==> src/rtl/core/assert_macros.svh <==
// Assertion helpers, clocked on clk, quiet while arst_n is low.
`ifndef ASSERT_MACROS_SVH
`define ASSERT_MACROS_SVH

// Condition holds in every cycle.
`define ASSERT_ALWAYS(lbl, expr) \
	lbl: assert property (@(posedge clk) disable iff (!arst_n) (expr)) \
		else $error("assertion failed: invariant");

// Antecedent implies consequent in the same cycle.
`define ASSERT_IMPLIES(lbl, ante, cons) \
	lbl: assert property (@(posedge clk) disable iff (!arst_n) (ante) |-> (cons)) \
		else $error("assertion failed: same-cycle implication");

// Antecedent implies consequent in the next cycle.
`define ASSERT_NEXT(lbl, ante, cons) \
	lbl: assert property (@(posedge clk) disable iff (!arst_n) (ante) |=> (cons)) \
		else $error("assertion failed: next-cycle implication");

`endif

==> src/rtl/core/wpa_pkg.sv <==
package wpa_pkg;

	localparam int CHANNELS_DEF   = 32;
	localparam int SAMPLES_DEF    = 40;
	localparam int PERIOD_NS_DEF  = 8;

	// samples averaged for the baseline
	localparam int BASE_COUNT = 5;

	localparam int CH_W     = 5;
	localparam int SAMPLE_W = 16;
	localparam int TIME_W   = 64;
	localparam int IDX_W    = 6;
	localparam int BASE_W   = 19;
	localparam int RUN_W    = 22;
	localparam int AMP_W    = 19;
	localparam int PT_W     = 9;
	localparam int INT_W    = 28;

	// channel totals at the end of a waveform
	typedef struct packed {
		logic [BASE_W-1:0]   baseline_sum;
		logic [RUN_W-1:0]    running_sum;
		logic [SAMPLE_W-1:0] min_sample;
		logic [IDX_W-1:0]    min_index;
	} wave_sum_t;

endpackage

==> src/rtl/core/wpa_chan_state.sv <==
module wpa_chan_state #(
	parameter int CHANNELS  = wpa_pkg::CHANNELS_DEF,
	parameter int SAMPLES   = wpa_pkg::SAMPLES_DEF
) (
	input  logic                          clk,
	input  logic                          arst_n,
	input  logic                          upd_en,
	input  logic [wpa_pkg::CH_W-1:0]      ch,
	input  logic [wpa_pkg::SAMPLE_W-1:0]  sample,
	output wpa_pkg::wave_sum_t            fin,
	output logic                          last
);
	import wpa_pkg::*;

	localparam int CH_AW = (CHANNELS > 1) ? $clog2(CHANNELS) : 1;

	logic [IDX_W-1:0]    idx_q  [CHANNELS];
	logic [BASE_W-1:0]   base_q [CHANNELS];
	logic [RUN_W-1:0]    run_q  [CHANNELS];
	logic [SAMPLE_W-1:0] min_q  [CHANNELS];
	logic [IDX_W-1:0]    mi_q   [CHANNELS];

	logic [CH_AW-1:0]    sel;
	logic [IDX_W-1:0]    cur_idx;
	logic [BASE_W-1:0]   cur_base;
	logic [RUN_W-1:0]    cur_run;
	logic [SAMPLE_W-1:0] cur_min;
	logic [IDX_W-1:0]    cur_mi;
	logic                take_min;

	assign sel      = CH_AW'(ch);
	assign cur_idx  = idx_q[sel];
	assign cur_base = base_q[sel];
	assign cur_run  = run_q[sel];
	assign cur_min  = min_q[sel];
	assign cur_mi   = mi_q[sel];

	// first sample always loads the minimum; ties keep the earlier index
	assign take_min = (cur_idx == '0) || (sample < cur_min);
	assign last     = cur_idx >= IDX_W'(SAMPLES - 1);

	always_comb begin
		fin.baseline_sum = (cur_idx < IDX_W'(BASE_COUNT)) ? cur_base + BASE_W'(sample)
		                                                  : cur_base;
		fin.running_sum  = cur_run + RUN_W'(sample);
		fin.min_sample   = take_min ? sample : cur_min;
		fin.min_index    = take_min ? cur_idx : cur_mi;
	end

	always_ff @(posedge clk or negedge arst_n) begin
		if (!arst_n) begin
			for (int i = 0; i < CHANNELS; i++) begin
				idx_q[i]  <= '0;
				base_q[i] <= '0;
				run_q[i]  <= '0;
				min_q[i]  <= '1;
				mi_q[i]   <= '0;
			end
		end else if (upd_en) begin
			if (last) begin
				idx_q[sel]  <= '0;
				base_q[sel] <= '0;
				run_q[sel]  <= '0;
				min_q[sel]  <= '1;
				mi_q[sel]   <= '0;
			end else begin
				idx_q[sel]  <= cur_idx + IDX_W'(1);
				base_q[sel] <= fin.baseline_sum;
				run_q[sel]  <= fin.running_sum;
				min_q[sel]  <= fin.min_sample;
				mi_q[sel]   <= fin.min_index;
			end
		end
	end

`include "assert_macros.svh"

	`ASSERT_IMPLIES(a_idx_in_range, upd_en, cur_idx < IDX_W'(SAMPLES))

endmodule

==> src/rtl/core/wpa_result_calc.sv <==
module wpa_result_calc #(
	parameter int SAMPLES   = wpa_pkg::SAMPLES_DEF,
	parameter int PERIOD_NS = wpa_pkg::PERIOD_NS_DEF
) (
	input  wpa_pkg::wave_sum_t                fin,
	output logic [wpa_pkg::AMP_W-1:0]         amplitude,
	output logic [wpa_pkg::PT_W-1:0]          peak_time,
	output logic signed [wpa_pkg::INT_W-1:0]  integral
);
	import wpa_pkg::*;

	// folded constants: (SAMPLES*base - 5*run) * period
	localparam logic [11:0] K_BASE = 12'(SAMPLES * PERIOD_NS);
	localparam logic [8:0]  K_RUN  = 9'(BASE_COUNT * PERIOD_NS);
	localparam logic [6:0]  PER7   = 7'(PERIOD_NS);
	localparam logic signed [32:0] INT_HI = 33'sd134217727;
	localparam logic signed [32:0] INT_LO = -33'sd134217728;

	logic [BASE_W-1:0]    min5;
	logic [30:0]          prod_base;
	logic [30:0]          prod_run;
	logic signed [32:0]   diff;
	logic [12:0]          pt_full;

	assign min5 = BASE_W'({fin.min_sample, 2'b00}) + BASE_W'(fin.min_sample);
	assign amplitude = (fin.baseline_sum >= min5) ? AMP_W'(fin.baseline_sum - min5) : '0;

	assign pt_full   = 13'(fin.min_index) * 13'(PER7);
	assign peak_time = (pt_full > 13'd511) ? PT_W'(9'h1FF) : PT_W'(pt_full);

	assign prod_base = 31'(fin.baseline_sum) * 31'(K_BASE);
	assign prod_run  = 31'(fin.running_sum) * 31'(K_RUN);
	assign diff      = $signed({2'b00, prod_base}) - $signed({2'b00, prod_run});

	always_comb begin
		if (diff > INT_HI)
			integral = INT_W'(INT_HI);
		else if (diff < INT_LO)
			integral = INT_W'(INT_LO);
		else
			integral = INT_W'(diff);
	end

endmodule

==> src/rtl/core/waveform_pulse_analyzer_core.sv <==
// Pulse analyzer for channel-tagged ADC samples.
// Sample channel: sample_valid/sample_ready carry channel, sample and event_time.
// Samples of one channel arrive in waveform order; channels may interleave freely.
// A beat whose channel is at or above CHANNELS is taken and dropped.
// Result channel: result_valid/result_ready carry one beat per completed waveform
// (peak amplitude and integral in fifths of a count, first-peak time, timestamp).
// Throughput: one sample beat per cycle, same channel back to back included,
// except while sample_ready is low (see below). A waveform's last sample, once
// accepted, moves through the staging register and the result register.
// Per-channel state sits in flip-flops; its combinational read-modify-write
// sets the timing path.
// Reset puts every channel at the start of a new waveform at once, no sweep.
// When the receiver stalls, the output register plus one staged result hold
// up to two finished waveforms; samples keep flowing until a waveform-ending
// sample finds both full, and only then sample_ready drops.
module waveform_pulse_analyzer_core #(
	parameter int CHANNELS  = wpa_pkg::CHANNELS_DEF,
	parameter int SAMPLES   = wpa_pkg::SAMPLES_DEF,
	parameter int PERIOD_NS = wpa_pkg::PERIOD_NS_DEF
) (
	input  logic                               clk,
	input  logic                               arst_n,
	input  logic                               sample_valid,
	output logic                               sample_ready,
	input  logic [wpa_pkg::CH_W-1:0]           channel,
	input  logic [wpa_pkg::SAMPLE_W-1:0]       sample,
	input  logic [wpa_pkg::TIME_W-1:0]         event_time,
	output logic                               result_valid,
	input  logic                               result_ready,
	output logic [wpa_pkg::CH_W-1:0]           result_channel,
	output logic [wpa_pkg::AMP_W-1:0]          amplitude_fifths,
	output logic [wpa_pkg::PT_W-1:0]           peak_time_ns,
	output logic signed [wpa_pkg::INT_W-1:0]   integral_fifths,
	output logic [wpa_pkg::TIME_W-1:0]         result_time
);
	import wpa_pkg::*;

	logic                ch_ok;
	logic                in_take;

	logic                valid_s1;
	logic [CH_W-1:0]     ch_s1;
	logic [SAMPLE_W-1:0] sample_s1;
	logic [TIME_W-1:0]   time_s1;

	wave_sum_t           fin;
	logic                last_s1;
	logic                upd_en;

	logic                valid_s2;
	logic [CH_W-1:0]     ch_s2;
	logic [TIME_W-1:0]   time_s2;
	wave_sum_t           fin_s2;
	logic                s2_ready;

	logic                out_free;
	logic                res_valid_q;
	logic [CH_W-1:0]     res_ch_q;
	logic [AMP_W-1:0]    amp_q;
	logic [PT_W-1:0]     pt_q;
	logic signed [INT_W-1:0] int_q;
	logic [TIME_W-1:0]   res_time_q;

	logic [AMP_W-1:0]        amp_c;
	logic [PT_W-1:0]         pt_c;
	logic signed [INT_W-1:0] int_c;

	assign out_free     = !res_valid_q || result_ready;
	assign s2_ready     = !valid_s2 || out_free;
	assign upd_en       = valid_s1 && (!last_s1 || s2_ready);
	assign sample_ready = !valid_s1 || upd_en;
	assign in_take      = sample_valid && sample_ready;
	assign ch_ok        = {2'b00, channel} < 7'(CHANNELS);

	always_ff @(posedge clk or negedge arst_n) begin
		if (!arst_n) begin
			valid_s1 <= 1'b0;
		end else if (sample_ready) begin
			valid_s1 <= sample_valid && ch_ok;
		end
	end

	always_ff @(posedge clk) begin
		if (in_take) begin
			ch_s1     <= channel;
			sample_s1 <= sample;
			time_s1   <= event_time;
		end
	end

	wpa_chan_state #(
		.CHANNELS (CHANNELS),
		.SAMPLES  (SAMPLES)
	) u_state (
		.clk    (clk),
		.arst_n (arst_n),
		.upd_en (upd_en),
		.ch     (ch_s1),
		.sample (sample_s1),
		.fin    (fin),
		.last   (last_s1)
	);

	always_ff @(posedge clk or negedge arst_n) begin
		if (!arst_n) begin
			valid_s2 <= 1'b0;
		end else if (s2_ready) begin
			valid_s2 <= upd_en && last_s1;
		end
	end

	always_ff @(posedge clk) begin
		if (s2_ready && upd_en && last_s1) begin
			ch_s2   <= ch_s1;
			time_s2 <= time_s1;
			fin_s2  <= fin;
		end
	end

	wpa_result_calc #(
		.SAMPLES   (SAMPLES),
		.PERIOD_NS (PERIOD_NS)
	) u_calc (
		.fin       (fin_s2),
		.amplitude (amp_c),
		.peak_time (pt_c),
		.integral  (int_c)
	);

	always_ff @(posedge clk or negedge arst_n) begin
		if (!arst_n) begin
			res_valid_q <= 1'b0;
		end else if (out_free) begin
			res_valid_q <= valid_s2;
		end
	end

	always_ff @(posedge clk) begin
		if (out_free && valid_s2) begin
			res_ch_q   <= ch_s2;
			amp_q      <= amp_c;
			pt_q       <= pt_c;
			int_q      <= int_c;
			res_time_q <= time_s2;
		end
	end

	assign result_valid     = res_valid_q;
	assign result_channel   = res_ch_q;
	assign amplitude_fifths = amp_q;
	assign peak_time_ns     = pt_q;
	assign integral_fifths  = int_q;
	assign result_time      = res_time_q;

`include "assert_macros.svh"

	// dropped channels never reach the state update
	`ASSERT_NEXT(a_drop_bad_ch, in_take && !ch_ok, !valid_s1)
	// a finished waveform waiting on a full result path blocks new beats
	`ASSERT_IMPLIES(a_hold_on_full, valid_s1 && last_s1 && !s2_ready, !sample_ready)
	// a staged result moves on whenever the output register is free
	`ASSERT_NEXT(a_s2_moves, valid_s2 && out_free, res_valid_q)

endmodule

==> config.mk <==
export PLATFORM = sky130hd
export DESIGN_NAME = waveform_pulse_analyzer_core
export DESIGN_NICKNAME = d
export VERILOG_FILES = /design/src/rtl/core/wpa_pkg.sv /design/src/rtl/core/wpa_chan_state.sv /design/src/rtl/core/wpa_result_calc.sv /design/src/rtl/core/waveform_pulse_analyzer_core.sv
export VERILOG_INCLUDE_DIRS = /design/src /design/src/rtl/core
export SDC_FILE = /design/constraint.sdc
export NUM_CORES = 2
export LEC_CHECK = 0
export BUFFER_PORTS_ARGS = -buffer_cell sky130_fd_sc_hd__buf_2
export CORE_MARGIN = 2
export CORE_UTILIZATION = 30
export DETAILED_ROUTE_END_ITERATION = 10
export SETUP_SLACK_MARGIN = 0.1
export SYNTH_ARGS = -nofsm -noshare
export SYNTH_HDL_FRONTEND = slang
export SYNTH_HIERARCHICAL = 1
export SYNTH_SLANG_ARGS = --single-unit
==> constraint.sdc <==
create_clock -name clk -period 8.5 [get_ports clk]
set_input_delay 0.85 -clock clk [delete_from_list [all_inputs] [get_ports clk]]
set_output_delay 0.85 -clock clk [all_outputs]
set_load 0.02 [all_outputs]
Word-level counts from Yosys, hierarchy flattened
Index checks and enable logic that the tools add are counted.

Bits in registers: 2553. Output and inout bits: 127. Word-level logic and storage cells: 259.

Add/sub/neg operators: 6. Reduce and logical (&&, ||, !) cells: 17. Order comparisons: 9. Multipliers: 2. Bitwise logic cells: 9. Multiplexer cells: 38.

Operator list (count): $and A704 B704 Y704 (1); $bwmux W704 (1); $mux W704 (1); $not A704 Y704 (1); $and A608 B608 Y608 (1); $bwmux W608 (1); $mux W608 (1); $not A608 Y608 (1); $bwmux W512 (1); $mux W512 (1); $or A512 B512 Y512 (1); $and A192 B192 Y192 (2); $bwmux W192 (2); $mux W192 (2); $not A192 Y192 (1); $bmux W22 S5 (1); $demux W22 S5 (1); $bmux W19 S5 (1); $demux W19 S5 (1); $bmux W16 S5 (1); $demux W16 S5 (1); $mux W19 (4); $mux W22 (3); $mux W16 (4); 26 further kinds (46).

Depth between registers and ports, before layout
Word-level depth: 10. Gate-level depth with buffers: 23. Gate-level depth less buffers: 18.

Hierarchy
Netlist, hierarchy kept.

By module, submodules not included: wpa_chan_state (instances 1, cells an instance 9179, seq. area each 55893.6 sq um, area an instance 99764.4 sq um); waveform_pulse_analyzer_core (instances 1, cells an instance 358, seq. area each 10344.9 sq um, area an instance 10428.8 sq um); wpa_result_calc (instances 1, cells an instance 736, seq. area each 0.0 sq um, area an instance 5373.9 sq um).

Worst setup path before layout
Ideal clock, no wire load.

Kind: flip-flop to flip-flop. Start point: reg ch_s1[3]. End point: reg ch_s2[0] (enable). Setup slack: -0.752 ns. Required time: 7.875 ns. Arrival time: 8.626 ns. Buffers on the path: 4. Cell stages (with the launch flop): 15. Cell sequence: edfxtp_1 -> buf_4 -> buf_2 -> nor3_1 -> a22oi_1 -> and4_1 -> inv_1 -> ha_1 -> a21boi_1 -> o31ai_4 -> inv_2 -> buf_2 -> clkbuf_1 -> nand2_1 -> nor2_1.

Word-level cells in the longest chain between the ends: 10.

RTL lines: start: declaration (RTL line waveform_pulse_analyzer_core.sv:42) `logic [CH_W-1:0] ch_s1;`; start signal: assignment (RTL line waveform_pulse_analyzer_core.sv:85) `ch_s1 <= channel;`; $not A5 Y6 (not written as such) * (RTL line wpa_chan_state.sv:32) `assign cur_idx = idx_q[sel];`; $bmux W6 S5 * (RTL line wpa_chan_state.sv:32); $mux W6 (not written as such) * (2 in a row) (RTL line wpa_chan_state.sv:32); $ge A6 B6 Y1 * (RTL line wpa_chan_state.sv:40) `assign last = cur_idx >= IDX_W'(SAMPLES - 1);`; net last_s1 (RTL line waveform_pulse_analyzer_core.sv:47) `logic last_s1;`; $logic_not A1 Y1 (RTL line waveform_pulse_analyzer_core.sv:70) `assign upd_en = valid_s1 && (!last_s1 || s2_ready);`; $logic_or A1 B1 Y1 (RTL line waveform_pulse_analyzer_core.sv:70); $logic_and A1 B1 Y1 (RTL line waveform_pulse_analyzer_core.sv:70); $logic_and A1 B1 Y1 (RTL line waveform_pulse_analyzer_core.sv:113) `if (s2_ready && upd_en && last_s1) begin`; $logic_and A1 B1 Y1 * (RTL line waveform_pulse_analyzer_core.sv:113); end signal: assignment (RTL line waveform_pulse_analyzer_core.sv:114) `ch_s2 <= ch_s1;`; end: declaration (RTL line waveform_pulse_analyzer_core.sv:51) `logic [CH_W-1:0] ch_s2;`.

The timed path passes the listed nets; every way through them passes the cells marked *. The select of a mux whose other input is x is not followed. A chain may end at the register's enable or synchronous reset.

Worst setup path after layout
Start point: reg ch_s1[0]. End point: reg u_state/min_q[444] (netlist bit).

RTL lines: $not A5 Y6 (not written as such) (RTL line wpa_chan_state.sv:32); $bmux W6 S5 (RTL line wpa_chan_state.sv:32); $mux W6 (not written as such) (2 in a row) (RTL line wpa_chan_state.sv:32); $ge A6 B6 Y1 (RTL line wpa_chan_state.sv:40); net last_s1 (RTL line waveform_pulse_analyzer_core.sv:47); $logic_not A1 Y1 (RTL line waveform_pulse_analyzer_core.sv:70); $logic_or A1 B1 Y1 (RTL line waveform_pulse_analyzer_core.sv:70); $logic_and A1 B1 Y1 (RTL line waveform_pulse_analyzer_core.sv:70); net upd_en (RTL line waveform_pulse_analyzer_core.sv:48) `logic upd_en;`; end signal: indexed assignment (RTL line wpa_chan_state.sv:70) `min_q[sel] <= fin.min_sample;`; end: declaration (RTL line wpa_chan_state.sv:20) `logic [SAMPLE_W-1:0] min_q [CHANNELS];`.

The timed path passes the listed nets, and every way through them passes these cells. The select of a mux whose other input is x is not followed.

==> flow_summary_export.csv <==
group,metric,value,unit
sta,fin_ws,1280,ps
setup_path,reg2reg_slack,1280,ps
setup_path,path_buf_inv,6,
sta,fin_crit_sh,84.9,%
sta,rsz0062_at_grt,"false",
floorplanning,core-area,383000,µm²
power,irDropWorstVdd,0.000228,V
global_routing,first_global_vias,79600,
cells_and_area,finalNetCount,10300,
clock_network,cts_setup_buffers,0,
clock_network,cts_root_buffer,"clkbuf_16",
sta,clock.fmax,139,MHz
yosys,synth_top_area_share,36.8,%
power,combinationalPowerShare,24.3,%
clock_network,cts_made_buffers,274,
power,powerDensity,305,nW/µm²
min_path,min_path_type,"input port to asynchronous set/reset pin",
clock_network,clk_latency,870,ps
yosys,yosysWarnings,6,
power,seqPwrFrac,45.6,%
sta,setup_viol,0,
power,p_total,39900,µW
setup_path,cpPeakStageDelay,1050,ps
power,p_switching,12900,µW
clock_network,path_clk_slew,60,ps
floorplanning,dieArea,390000,µm²
cells_and_area,final_util,34.1,%
yosys,synth-edff-count,342,
sta,final_hold_viol_count,0,
clock_network,cts.repair.resized,0,
clock_network,htreeDepth,5,
sta,maxSlewHeadroom,12.5,%
place,place_congestion,0.860,
yosys,netlist_instances,10300,
yosys,synthesis.area,116000,µm²
route,drt_iter0_markers,8891,
yosys,yosys.area.top_type,"dfrtp_1",
yosys,synthTopCellsByArea,"dfrtp_1 (37%), dfstp_2 (12%), edfxtp_1 (8.9%)",
floorplanning,rows,227,
global_routing,grt_max_degree,240,
clock_network,cts.sinks,2553,
yosys,post_synth.cell_area_avg,11.2,µm²
global_routing,overflow,0,
cells_and_area,register_area,66200,µm²
sta,worst_slew_pin_slew,1310,ps
power,switching_share,32.3,%
yosys,synth_seq_cells,2553,
yosys,ys_seq_area_share,57.3,%
yosys,synth_flop_cell,"dfrtp_1",
sta,clock_skew,66.2,ps
setup_path,arrival,7950,ps
global_routing,antenna_found_initial,10,
setup_path,worst-path-max-fanout,82,
cells_and_area,design_area,130000,µm²
setup_path,critPathTopFamily,"simple AND/OR/NAND/NOR gates",
setup_path,path_cells,"buf_12, mux4_2, a22o_1, nor4_1, buf_4, inv_1, ha_1, a21boi_1, o31ai_4, inv_8, a21boi_2, buf_4, nand2_1, nor2_4, buf_4, nor2_1, a31oi_1",
power,p_clk_share,30.1,%
sta,finalSetupTns,0,ps
yosys,synth_cell_types,97,
setup_path,cp.required,9230,ps
route,wire_per_inst,23.6,µm
cells_and_area,final_layout_size_suffix_gt1_share,19.3,%
place,dp_hpwl,218000,µm
sta,maxSlewViolCount,0,
global_routing,track_usage,18.1,%
outcome,outcome,"finished clean",
setup_path,worst-setup-path-type,"flop to flop",
yosys,synthArstFlopShare,86.6,%
setup_path,cpMaxStageDelayCell,"nor2_4",
cells_and_area,syn2layout_area_growth,12.9,%
route,vias_per_cell,5.37,
setup_path,end_kind,"flop",
route,drtAntennaViolNets,0,
global_routing,grt_pass1_wl,538000,µm
clock_network,cts-hold-fix-buffers,0,
route,drt-total-wl,361000,µm
run,cap_viol_max_count,0,
place,pre_cts_slack,1540,ps
route,route.detailed.drc,0,
cells_and_area,nFillCells,38100,
floorplanning,io_pins,216,
clock_network,cts_tree,"done",
setup_path,crit_top_cell,"buf_4",
setup_path,crit_path_start_kind,"flop",
route,vias,82000,
cells_and_area,multiInputGateArea,45400,µm²
place,placed_area,122000,µm²
route,drt_first_pass_iters,8,
floorplanning,die_x,625,µm
sta,min_period,7220,ps
floorplanning,chipHeight,625,µm
clock_network,ctsLongestPathBuffers,4,
floorplanning,initial_core_util,30.2,%
place,io_buffers,215,
power,p_leak,0.0542,µW
power,internal_power,27000,µW
-- power by group through the flow --
| stage | Clock [µW] | Sequential, µW | Combinational [µW] |
|---|---|---|---|
| floorplan | 0 | 17700 | 6970 |
| global placement | 0 | 18200 | 9430 |
| detailed placement | 0 | 18300 | 9600 |
| CTS | 12200 | 18100 | 9600 |
| global route | 12700 | 18600 | 10700 |
| finish | 12000 | 18200 | 9700 |
-- worst paths after layout --
kind | start | endpoint | cells past startpoint
max reg2reg | ch_s1[0] | u_state/min_q[444] | 17
max | ch_s1[0] | u_state/min_q[444] | 17
min | arst_n | u_state/run_q[60] | 1
max in group asynchronous | arst_n | u_state/run_q[247] | 3
min reg2reg | time_s2[56] | result_time[56] | 0
min in group clk | event_time[20] | time_s1[20] | 1
-- cells in the final DEF (no fill, tap or decap), types with 40 or more instances in the layout --
master        n
dfrtp_1    1699
nand2_1    1660
o21ai_0    1116
nor2_1      684
a31oi_1     528
dfstp_2     512
mux4_2      456
edfxtp_1    342
o21ai_1     289
clkbuf_16   277
buf_2       214
a21oi_1     198
mux2i_1     194
ha_1        180
buf_4       179
o31ai_1     178
a22o_1      168
a22oi_1     157
inv_1       115
o22ai_1      99
clkbuf_1     72
xnor2_1      61
nand4_1      52
clkbuf_8     46
nor4_1       45
nand3_1      41
a21o_1       41
nor3_1       40
-- final cells by class --
cell class,instances,share of cell area [%]
Timing Repair Buffer,429,2.40
Clock inverter,90,0.808
Sequential cell,2553,50.8
Antenna cell,4,0.00767
Multi-Input combinational cell,6636,34.8
Tap cell,5038,4.83
Inverter,116,0.340
Clock buffer,395,6.01
-- stage by stage --
| step | hold WS [ps] | cells |
|---|---|---|
| 5_1_grt | 76.9 | 15300 |
| 6_report | 59.4 | 15300 |
| 3_3_place_gp | 400 | 14800 |
| 3_5_place_dp | 405 | 14800 |
| 2_1_floorplan | 400 | 10300 |
| 4_1_cts | 28.1 | 15300 |
-- synth_stat cells (all sizes together) (204+ instances only) --
library cell,n
mux4,456
dfrtp,1699
nand2,1694
dfstp,512
edfxtp,342
buf,277
clkbuf,693
a21oi,204
o21ai,1405
nor2,718
a31oi,530
-- layer usage --
layer  GRT usage [%]  share of wire [%]
met1            25.5                 43
met3            3.20                8.0
met5               0             0.0061
met4            5.72                3.3
met2            28.1                 45
-- cell families (layout without fill, tap and decap cells) --
logic type / after synthesis / in the layout / share of synthesized area, %
buf+inv: 1086 / 1030 / 3.98
xor+xnor: 93 / 93 / 0.705
fa+ha+maj: 188 / 188 / 2.07
simple gates: 2721 / 2721 / 9.58
compound gates: 2947 / 2947 / 15.4
mux: 684 / 684 / 10.9
flops: 2553 / 2553 / 57.3
other cells: 1 / 7 / 0.00324
-- state kept, by name, summed over array words and instances, names as in the netlist --
signal and cells:
result_channel 5, sample_s1 16, u_state/run_q 704, u_state/min_q 512, fin_s2 63, valid_s1 1, peak_time_ns 9, amplitude_fifths 19
result_time 64, integral_fifths 28, u_state/mi_q 192, ch_s2 5, time_s2 64, ch_s1 5, time_s1 64, u_state/base_q 608
result_valid 1, valid_s2 1, u_state/idx_q 192
(Power assumes the default switching activity.)
